File: src/hdl/csb_pkg.sv
`default_nettype none
package csb_pkg;

   localparam int SLOTS  = 8;
   localparam int SLOT_W = (SLOTS > 1) ? $clog2(SLOTS) : 1;
   localparam logic [SLOT_W:0] SLOT_COUNT = (SLOT_W + 1)'(SLOTS);

   typedef logic [SLOT_W-1:0] slot_idx_type;

   typedef enum logic [1:0] {
      ST_STORED   = 2'd0,
      ST_REJECTED = 2'd1,
      ST_POPPED   = 2'd2,
      ST_EMPTY    = 2'd3
   } status_type;

   typedef enum logic {
      S_IDLE = 1'b0,
      S_READ = 1'b1
   } fsm_type;

   typedef struct packed {
      logic [7:0]  source;
      logic [15:0] customer;
      logic [31:0] arrival;
   } entry_type;

   typedef struct packed {
      logic         found;
      slot_idx_type idx;
   } scan_type;

   function automatic slot_idx_type next_pos(input slot_idx_type p);
      logic [SLOT_W:0] sum;
      begin
         sum = {1'b0, p} + (SLOT_W + 1)'(1);
         if (sum >= SLOT_COUNT) begin
            sum = '0;
         end
         return sum[SLOT_W-1:0];
      end
   endfunction

endpackage
`default_nettype wire

File: src/hdl/circular_slot_buffer_next_fit_top.sv
`default_nettype none
// Push, empty pop: result registered in the cycle after the request beat; a new request
// every cycle unless the output stalls. Pop: registered slot memory read, then S_READ
// loads the result once the output register is free; no new request is taken meanwhile.
// Synchronous active-high reset clears the occupancy bits, the ring pointer and the
// controller; slot memory contents are not reset.
module circular_slot_buffer_next_fit_top (
   input  wire logic        clock,
   input  wire logic        reset,
   input  wire logic        req_valid,
   output logic             req_ready,
   input  wire logic        req_op,
   input  wire logic [7:0]  req_source_no,
   input  wire logic [15:0] req_customer_no,
   input  wire logic [31:0] req_arrival_time,
   output logic             rsp_valid,
   input  wire logic        rsp_ready,
   output logic [1:0]       rsp_status,
   output logic [7:0]       rsp_out_source_no,
   output logic [15:0]      rsp_out_customer_no,
   output logic [31:0]      rsp_out_arrival_time,
   output logic             rsp_buffer_empty
);

   csb_pkg::fsm_type            state_ff, state_in;
   logic [csb_pkg::SLOTS-1:0]   valid_ff, valid_in;
   csb_pkg::slot_idx_type       ptr_ff, ptr_in;
   logic                        rsp_valid_ff, rsp_valid_in;
   csb_pkg::status_type         status_ff, status_in;
   csb_pkg::entry_type          rsp_entry_ff, rsp_entry_in;
   logic                        empty_ff, empty_in;

   csb_pkg::scan_type           scan;
   logic                        wr_en, rd_en;
   csb_pkg::entry_type          wr_data, rd_data;

   csb_scan u_scan (
      .valid  (valid_ff),
      .ptr    (ptr_ff),
      .want   (req_op),
      .result (scan)
   );

   assign wr_data = '{source: req_source_no, customer: req_customer_no,
                      arrival: req_arrival_time};

   csb_slot_ram u_ram (
      .clock   (clock),
      .wr_en   (wr_en),
      .wr_addr (scan.idx),
      .wr_data (wr_data),
      .rd_en   (rd_en),
      .rd_addr (scan.idx),
      .rd_data (rd_data)
   );

   always_ff @(posedge clock) begin
      if (reset) begin
         state_ff     <= csb_pkg::S_IDLE;
         valid_ff     <= '0;
         ptr_ff       <= '0;
         rsp_valid_ff <= 1'b0;
      end else begin
         state_ff     <= state_in;
         valid_ff     <= valid_in;
         ptr_ff       <= ptr_in;
         rsp_valid_ff <= rsp_valid_in;
      end
   end

   always_ff @(posedge clock) begin
      status_ff    <= status_in;
      rsp_entry_ff <= rsp_entry_in;
      empty_ff     <= empty_in;
   end

   always_comb begin
      state_in     = state_ff;
      valid_in     = valid_ff;
      ptr_in       = ptr_ff;
      rsp_valid_in = rsp_valid_ff;
      status_in    = status_ff;
      rsp_entry_in = rsp_entry_ff;
      empty_in     = empty_ff;
      wr_en        = 1'b0;
      rd_en        = 1'b0;
      req_ready    = 1'b0;

      if (rsp_valid_ff && rsp_ready) begin
         rsp_valid_in = 1'b0;
      end

      case (state_ff)
         csb_pkg::S_IDLE: begin
            req_ready = !rsp_valid_ff || rsp_ready;
            if (req_valid && req_ready) begin
               if (!req_op) begin
                  rsp_valid_in = 1'b1;
                  if (scan.found) begin
                     wr_en               = 1'b1;
                     valid_in[scan.idx]  = 1'b1;
                     ptr_in              = csb_pkg::next_pos(scan.idx);
                     status_in           = csb_pkg::ST_STORED;
                     rsp_entry_in        = '0;
                  end else begin
                     // full: echo the customer back
                     status_in           = csb_pkg::ST_REJECTED;
                     rsp_entry_in        = wr_data;
                  end
               end else if (scan.found) begin
                  rd_en                  = 1'b1;
                  valid_in[scan.idx]     = 1'b0;
                  ptr_in                 = csb_pkg::next_pos(scan.idx);
                  state_in               = csb_pkg::S_READ;
               end else begin
                  rsp_valid_in           = 1'b1;
                  status_in              = csb_pkg::ST_EMPTY;
                  rsp_entry_in           = '0;
               end
               empty_in = ~|valid_in;
            end
         end
         csb_pkg::S_READ: begin
            // wait for the output register to free up; read data holds
            if (!rsp_valid_ff || rsp_ready) begin
               rsp_valid_in = 1'b1;
               status_in    = csb_pkg::ST_POPPED;
               rsp_entry_in = rd_data;
               empty_in     = ~|valid_ff;
               state_in     = csb_pkg::S_IDLE;
            end
         end
         default: begin
            state_in = csb_pkg::S_IDLE;
         end
      endcase
   end

   assign rsp_valid            = rsp_valid_ff;
   assign rsp_status           = status_ff;
   assign rsp_out_source_no    = rsp_entry_ff.source;
   assign rsp_out_customer_no  = rsp_entry_ff.customer;
   assign rsp_out_arrival_time = rsp_entry_ff.arrival;
   assign rsp_buffer_empty     = empty_ff;

   a_pop_reads: assert property (@(posedge clock) disable iff (reset)
      (req_valid && req_ready && req_op && (|valid_ff))
         |=> (state_ff == csb_pkg::S_READ) && !rsp_valid_ff)
      else $error("pop of an occupied slot did not enter the read state");

   a_stored_not_empty: assert property (@(posedge clock) disable iff (reset)
      (rsp_valid_ff && (status_ff == csb_pkg::ST_STORED)) |-> !empty_ff)
      else $error("stored beat reports an empty buffer");

   a_empty_pop: assert property (@(posedge clock) disable iff (reset)
      (rsp_valid_ff && (status_ff == csb_pkg::ST_EMPTY)) |-> empty_ff && (valid_ff == '0))
      else $error("empty pop beat with occupied slots");

   a_reject_full: assert property (@(posedge clock) disable iff (reset)
      (rsp_valid_ff && (status_ff == csb_pkg::ST_REJECTED)) |-> (&valid_ff))
      else $error("rejected beat while a slot is free");

endmodule
`default_nettype wire

File: src/hdl/csb_slot_ram.sv
`default_nettype none
module csb_slot_ram (
   input  wire logic                 clock,
   input  wire logic                 wr_en,
   input  wire csb_pkg::slot_idx_type wr_addr,
   input  wire csb_pkg::entry_type   wr_data,
   input  wire logic                 rd_en,
   input  wire csb_pkg::slot_idx_type rd_addr,
   output csb_pkg::entry_type        rd_data
);

   csb_pkg::entry_type mem [csb_pkg::SLOTS];
   csb_pkg::entry_type rd_data_ff;

   always_ff @(posedge clock) begin
      if (wr_en) begin
         mem[wr_addr] <= wr_data;
      end
   end

   // hold read data until the next read
   always_ff @(posedge clock) begin
      if (rd_en) begin
         rd_data_ff <= mem[rd_addr];
      end
   end

   assign rd_data = rd_data_ff;

endmodule
`default_nettype wire

File: src/hdl/csb_scan.sv
`default_nettype none
module csb_scan (
   input  wire logic [csb_pkg::SLOTS-1:0] valid,
   input  wire csb_pkg::slot_idx_type     ptr,
   input  wire logic                      want,
   output csb_pkg::scan_type              result
);

   always_comb begin
      logic [csb_pkg::SLOT_W:0] pos;
      result = '0;
      // walk backward so the slot nearest the pointer wins
      for (int i = csb_pkg::SLOTS - 1; i >= 0; i--) begin
         pos = {1'b0, ptr} + (csb_pkg::SLOT_W + 1)'(i);
         if (pos >= csb_pkg::SLOT_COUNT) begin
            pos = pos - csb_pkg::SLOT_COUNT;
         end
         if (valid[pos[csb_pkg::SLOT_W-1:0]] == want) begin
            result.found = 1'b1;
            result.idx   = pos[csb_pkg::SLOT_W-1:0];
         end
      end
   end

endmodule
`default_nettype wire

File: config.mk
export PLATFORM = sky130hd
export DESIGN_NAME = circular_slot_buffer_next_fit_top
export DESIGN_NICKNAME = d
export VERILOG_FILES = /design/src/hdl/csb_pkg.sv /design/src/hdl/circular_slot_buffer_next_fit_top.sv /design/src/hdl/csb_slot_ram.sv /design/src/hdl/csb_scan.sv
export SDC_FILE = /design/constraint.sdc
export NUM_CORES = 1
export LEC_CHECK = 0
export BUFFER_PORTS_ARGS = -buffer_cell sky130_fd_sc_hd__buf_2
export CAP_MARGIN = 20
export CORE_MARGIN = 8
export CORE_UTILIZATION = 50
export DETAILED_ROUTE_END_ITERATION = 10
export PLACE_DENSITY = 0.65
export SKIP_CTS_REPAIR_TIMING = 1
export SLEW_MARGIN = 25
export SYNTH_ARGS = -nofsm -noshare
export SYNTH_HDL_FRONTEND = slang
export SYNTH_SLANG_ARGS = --single-unit
File: constraint.sdc
create_clock -name clock -period 11.3 [get_ports clock]
set_clock_uncertainty 0.2 [all_clocks]
set_input_delay 2.26 -clock clock [delete_from_list [all_inputs] [get_ports clock]]
set_output_delay 2.26 -clock clock [all_outputs]
set_load 0.03 [all_outputs]
==> qor.yml <==
synth_area_um2: 23400
worst_slew_margin_rel: 0.315
clk_latency_ns: 0.60
drt-initial-drc-count: 1314
cp_cell_sequence: "buf_2, inv_1, xnor2_1, a21o_1, a21oi_1, o211ai_1, buf_4, buf_4, nand2_1, nor2_4, buf_4"
rsz0062_at_grt: "false"
switchingPower_w: 0.00306
gp_congestion: 0.827
timing.rr.start: "ptr_ff[0]$_SDFFE_PP0P_"
dpl.hpwl_um: 26600
async_flop_share: 0
rr_endpoint: "u_ram.mem[1][22]$_DFFE_PP_"
synthCells: 1693
crit_buf_inv: 5
finalCritPeriodShare: 0.621
rr_worst_depth: 13
synth_fp_nets: 1756
required_ns: 11.32
max-cap-violations: 0
finalMaxSlewViolations: 0
clockBufferDepth: 3
critPathMaxStageDelay_ns: 0.94
path_delay_family: "buffers and inverters"
overflow: 0
status: "complete, no violations"
drive_gt1_frac: 0.169
synth_top_cell_area_share: 0.724
yosys-top-cells-count: "edfxtp_1, nand2_1, nand3_1"
initial_core_util: 0.504
final_cell_area_um2: 26200
synth_top_area_cell: "edfxtp_1"
finalHoldWorstSlack_ns: 0.340
grt_pass1_vias: 14100
dr.pass1.iters: 5
numCtsBuffers: 55
cts.sinks: 576
setup-tns-final_ns: 0
min_path_cells: 1
detail_route.wl_per_cell_um: 22.1
die_y_um: 232
setup_ws_ns: 4.28
area_growth_pct: 12.1
worstPathArrival_ns: 7.04
hold_viol_final: 0
yosys.cell_count.top_type: "edfxtp_1"
min_path_type: "flop to flop"
cp_common_cell: "buf_4"
cts-root-buf: "clkbuf_16"
critical_path_class: "input port to flop"
ys_ff_latch: 576
clk_pin_slew_ns: 0.06
antenna_found_initial: 4
p_int_w: 0.00496
antenna_cells: 0
pre_cts_slack_ns: 3.70
route.detailed.drc: 0
dp_cells: 2321
grt_pass1_wl_um: 82500
tightest_slew_ns: 1.03
synth_edf_count: 563
p_clk_frac: 0.219
worst-path-max-fanout: 95
slowest_stage: "buf_4"
critPathLaunchType: "input port"
port_buffers: 121
ys_top_cells_by_area: "edfxtp_1, nand2_1, nand3_1"
die_w_um: 232
swShare: 0.382
r2r_slack_ns: 4.32
p_leak_nw: 9.16
dpl_cell_area_um2: 24500
htreeDepth: 2
instances_no_fill: 2423
powerDensity_nw_per_um2: 306
min_period_ns: 7.02
fillCellCount: 3665
via_count: 14263
core_area_um2: 46400
nNetsFinal: 1834
worstSetupEndpointType: "flop"
max_freq_mhz: 142
dieArea_um2: 53900
routed_wirelength_um: 53600
ys_types: 63
vias_per_cell: 5.89
syn_area_per_cell_um2: 13.8
fp-row-count: 79
grt_max_degree: 96
io_pins: 122
min-delay-start: "u_ram.rd_data[54]$_DFFE_PP_"
synth-seq-area-share: 0.735
synth_ff_type: "edfxtp_1"
grt_usage: 0.196
p_comb_frac: 0.413
ir_worst_vdd_mv: 0.346
setup_viol: 0
pwr-share-seq: 0.368
cts_tree: "done"
yosysWarnings: 0
ant_nets: 0
min_to: "rsp_out_source_no[6]$_DFFE_PP_"
==> worst reg2reg max path, stage by stage (launching register included) <==
cell and delay [ns]:
dfxtp_1 0.73, inv_2 0.28, ha_1 0.75, mux4_1 0.70
mux2i_1 0.23, xnor2_1 0.24, mux2i_1 0.13, a2111o_1 0.47
a31oi_4 0.21, buf_4 0.59, nand2_1 0.32, or3_1 0.45
nor2_4 0.69, buf_4 0.61
==> cells by family (layout without fill, tap and decap cells) <==
group | Yosys count | in the layout | share of synthesized area
AOI/OAI and AO/OA | 223 | 223 | 0.0805
xor gates and xnor gates | 19 | 19 | 0.00745
adders and majority gates | 2 | 2 | 0.00107
buffers and inverters | 130 | 253 | 0.0235
DFF | 576 | 576 | 0.735
muxes | 36 | 36 | 0.0220
and+or+nand+nor | 707 | 707 | 0.131
==> layout make-up <==
class / instances / area (um^2) / area share
timing repair buffer: 144 / 786 / 0.0300
clock inverter: 37 / 289 / 0.0110
multi-input combinational: 987 / 5750 / 0.219
sequential: 576 / 17200 / 0.656
clock buffer: 65 / 1410 / 0.0540
tap: 607 / 759 / 0.0290
inverter: 7 / 26.3 / 0.00100
==> cell usage in the layout (no fill, tap or decap), types with 24 or more instances in the layout <==
| master | synthesis | routed |
|---|---|---|
| buf_2 | 19 | 121 |
| a311oi_1 | 60 | 60 |
| clkbuf_16 | 0 | 55 |
| nand3_1 | 117 | 117 |
| a31o_2 | 48 | 48 |
| and3_1 | 57 | 57 |
| edfxtp_1 | 563 | 563 |
| a22o_1 | 56 | 56 |
| nand2_1 | 462 | 462 |
| nor2_1 | 30 | 24 |
==> registers in the layout, indices dropped and copies added (netlist names) <==
name                  flops
state_ff                  1
rsp_out_arrival_time     32
rsp_out_customer_no      16
rsp_buffer_empty          1
u_ram.mem               448
valid_ff                  8
rsp_status                2
rsp_valid                 1
u_ram.rd_data            56
rsp_out_source_no         8
ptr_ff                    3
==> power by group through the flow <==
stage               sequential, W  combinational (W)  clock, W
finish                    0.00295            0.00331   0.00176
floorplan                 0.00299            0.00248         0
detailed placement        0.00299            0.00332         0
global route              0.00297            0.00366   0.00187
CTS                       0.00295            0.00335   0.00179
global placement          0.00298            0.00328         0
==> how the worst max path moves through the flow <==
stage | start | to | slack, ns | cells after the start
floorplan | req_op | u_ram.mem[4][0]$_DFFE_PP_ | 2.21 | 10
global placement | req_op | u_ram.mem[7][23]$_DFFE_PP_ | 3.76 | 11
detailed placement | req_op | u_ram.mem[7][39]$_DFFE_PP_ | 3.70 | 11
CTS | ptr_ff[0]$_SDFFE_PP0P_ | u_ram.mem[1][19]$_DFFE_PP_ | 4.33 | 13
global route | ptr_ff[0]$_SDFFE_PP0P_ | u_ram.mem[1][14]$_DFFE_PP_ | 3.93 | 13
finish | req_op | u_ram.mem[7][26]$_DFFE_PP_ | 4.28 | 11
==> metrics by stage <==
stage	utilization	total power (W)
finish	0.565	0.00802
global route	0.565	0.00850
CTS	0.565	0.00808
detailed placement	0.528	0.00631
global placement	0.528	0.00626
floorplan	-	0.00547
==> metal layers <==
| layer | GRT usage | vias to the layer above | share of wire |
|---|---|---|---|
| li1 | - | 6512 | - |
| met1 | 0.269 | 7164 | 0.44 |
| met2 | 0.312 | 494 | 0.47 |
| met3 | 0.0379 | 87 | 0.069 |
| met4 | 0.0643 | 6 | 0.024 |
| met5 | 0 | - | 0.00058 |
Note: power is estimated with default switching activity, not from simulation.
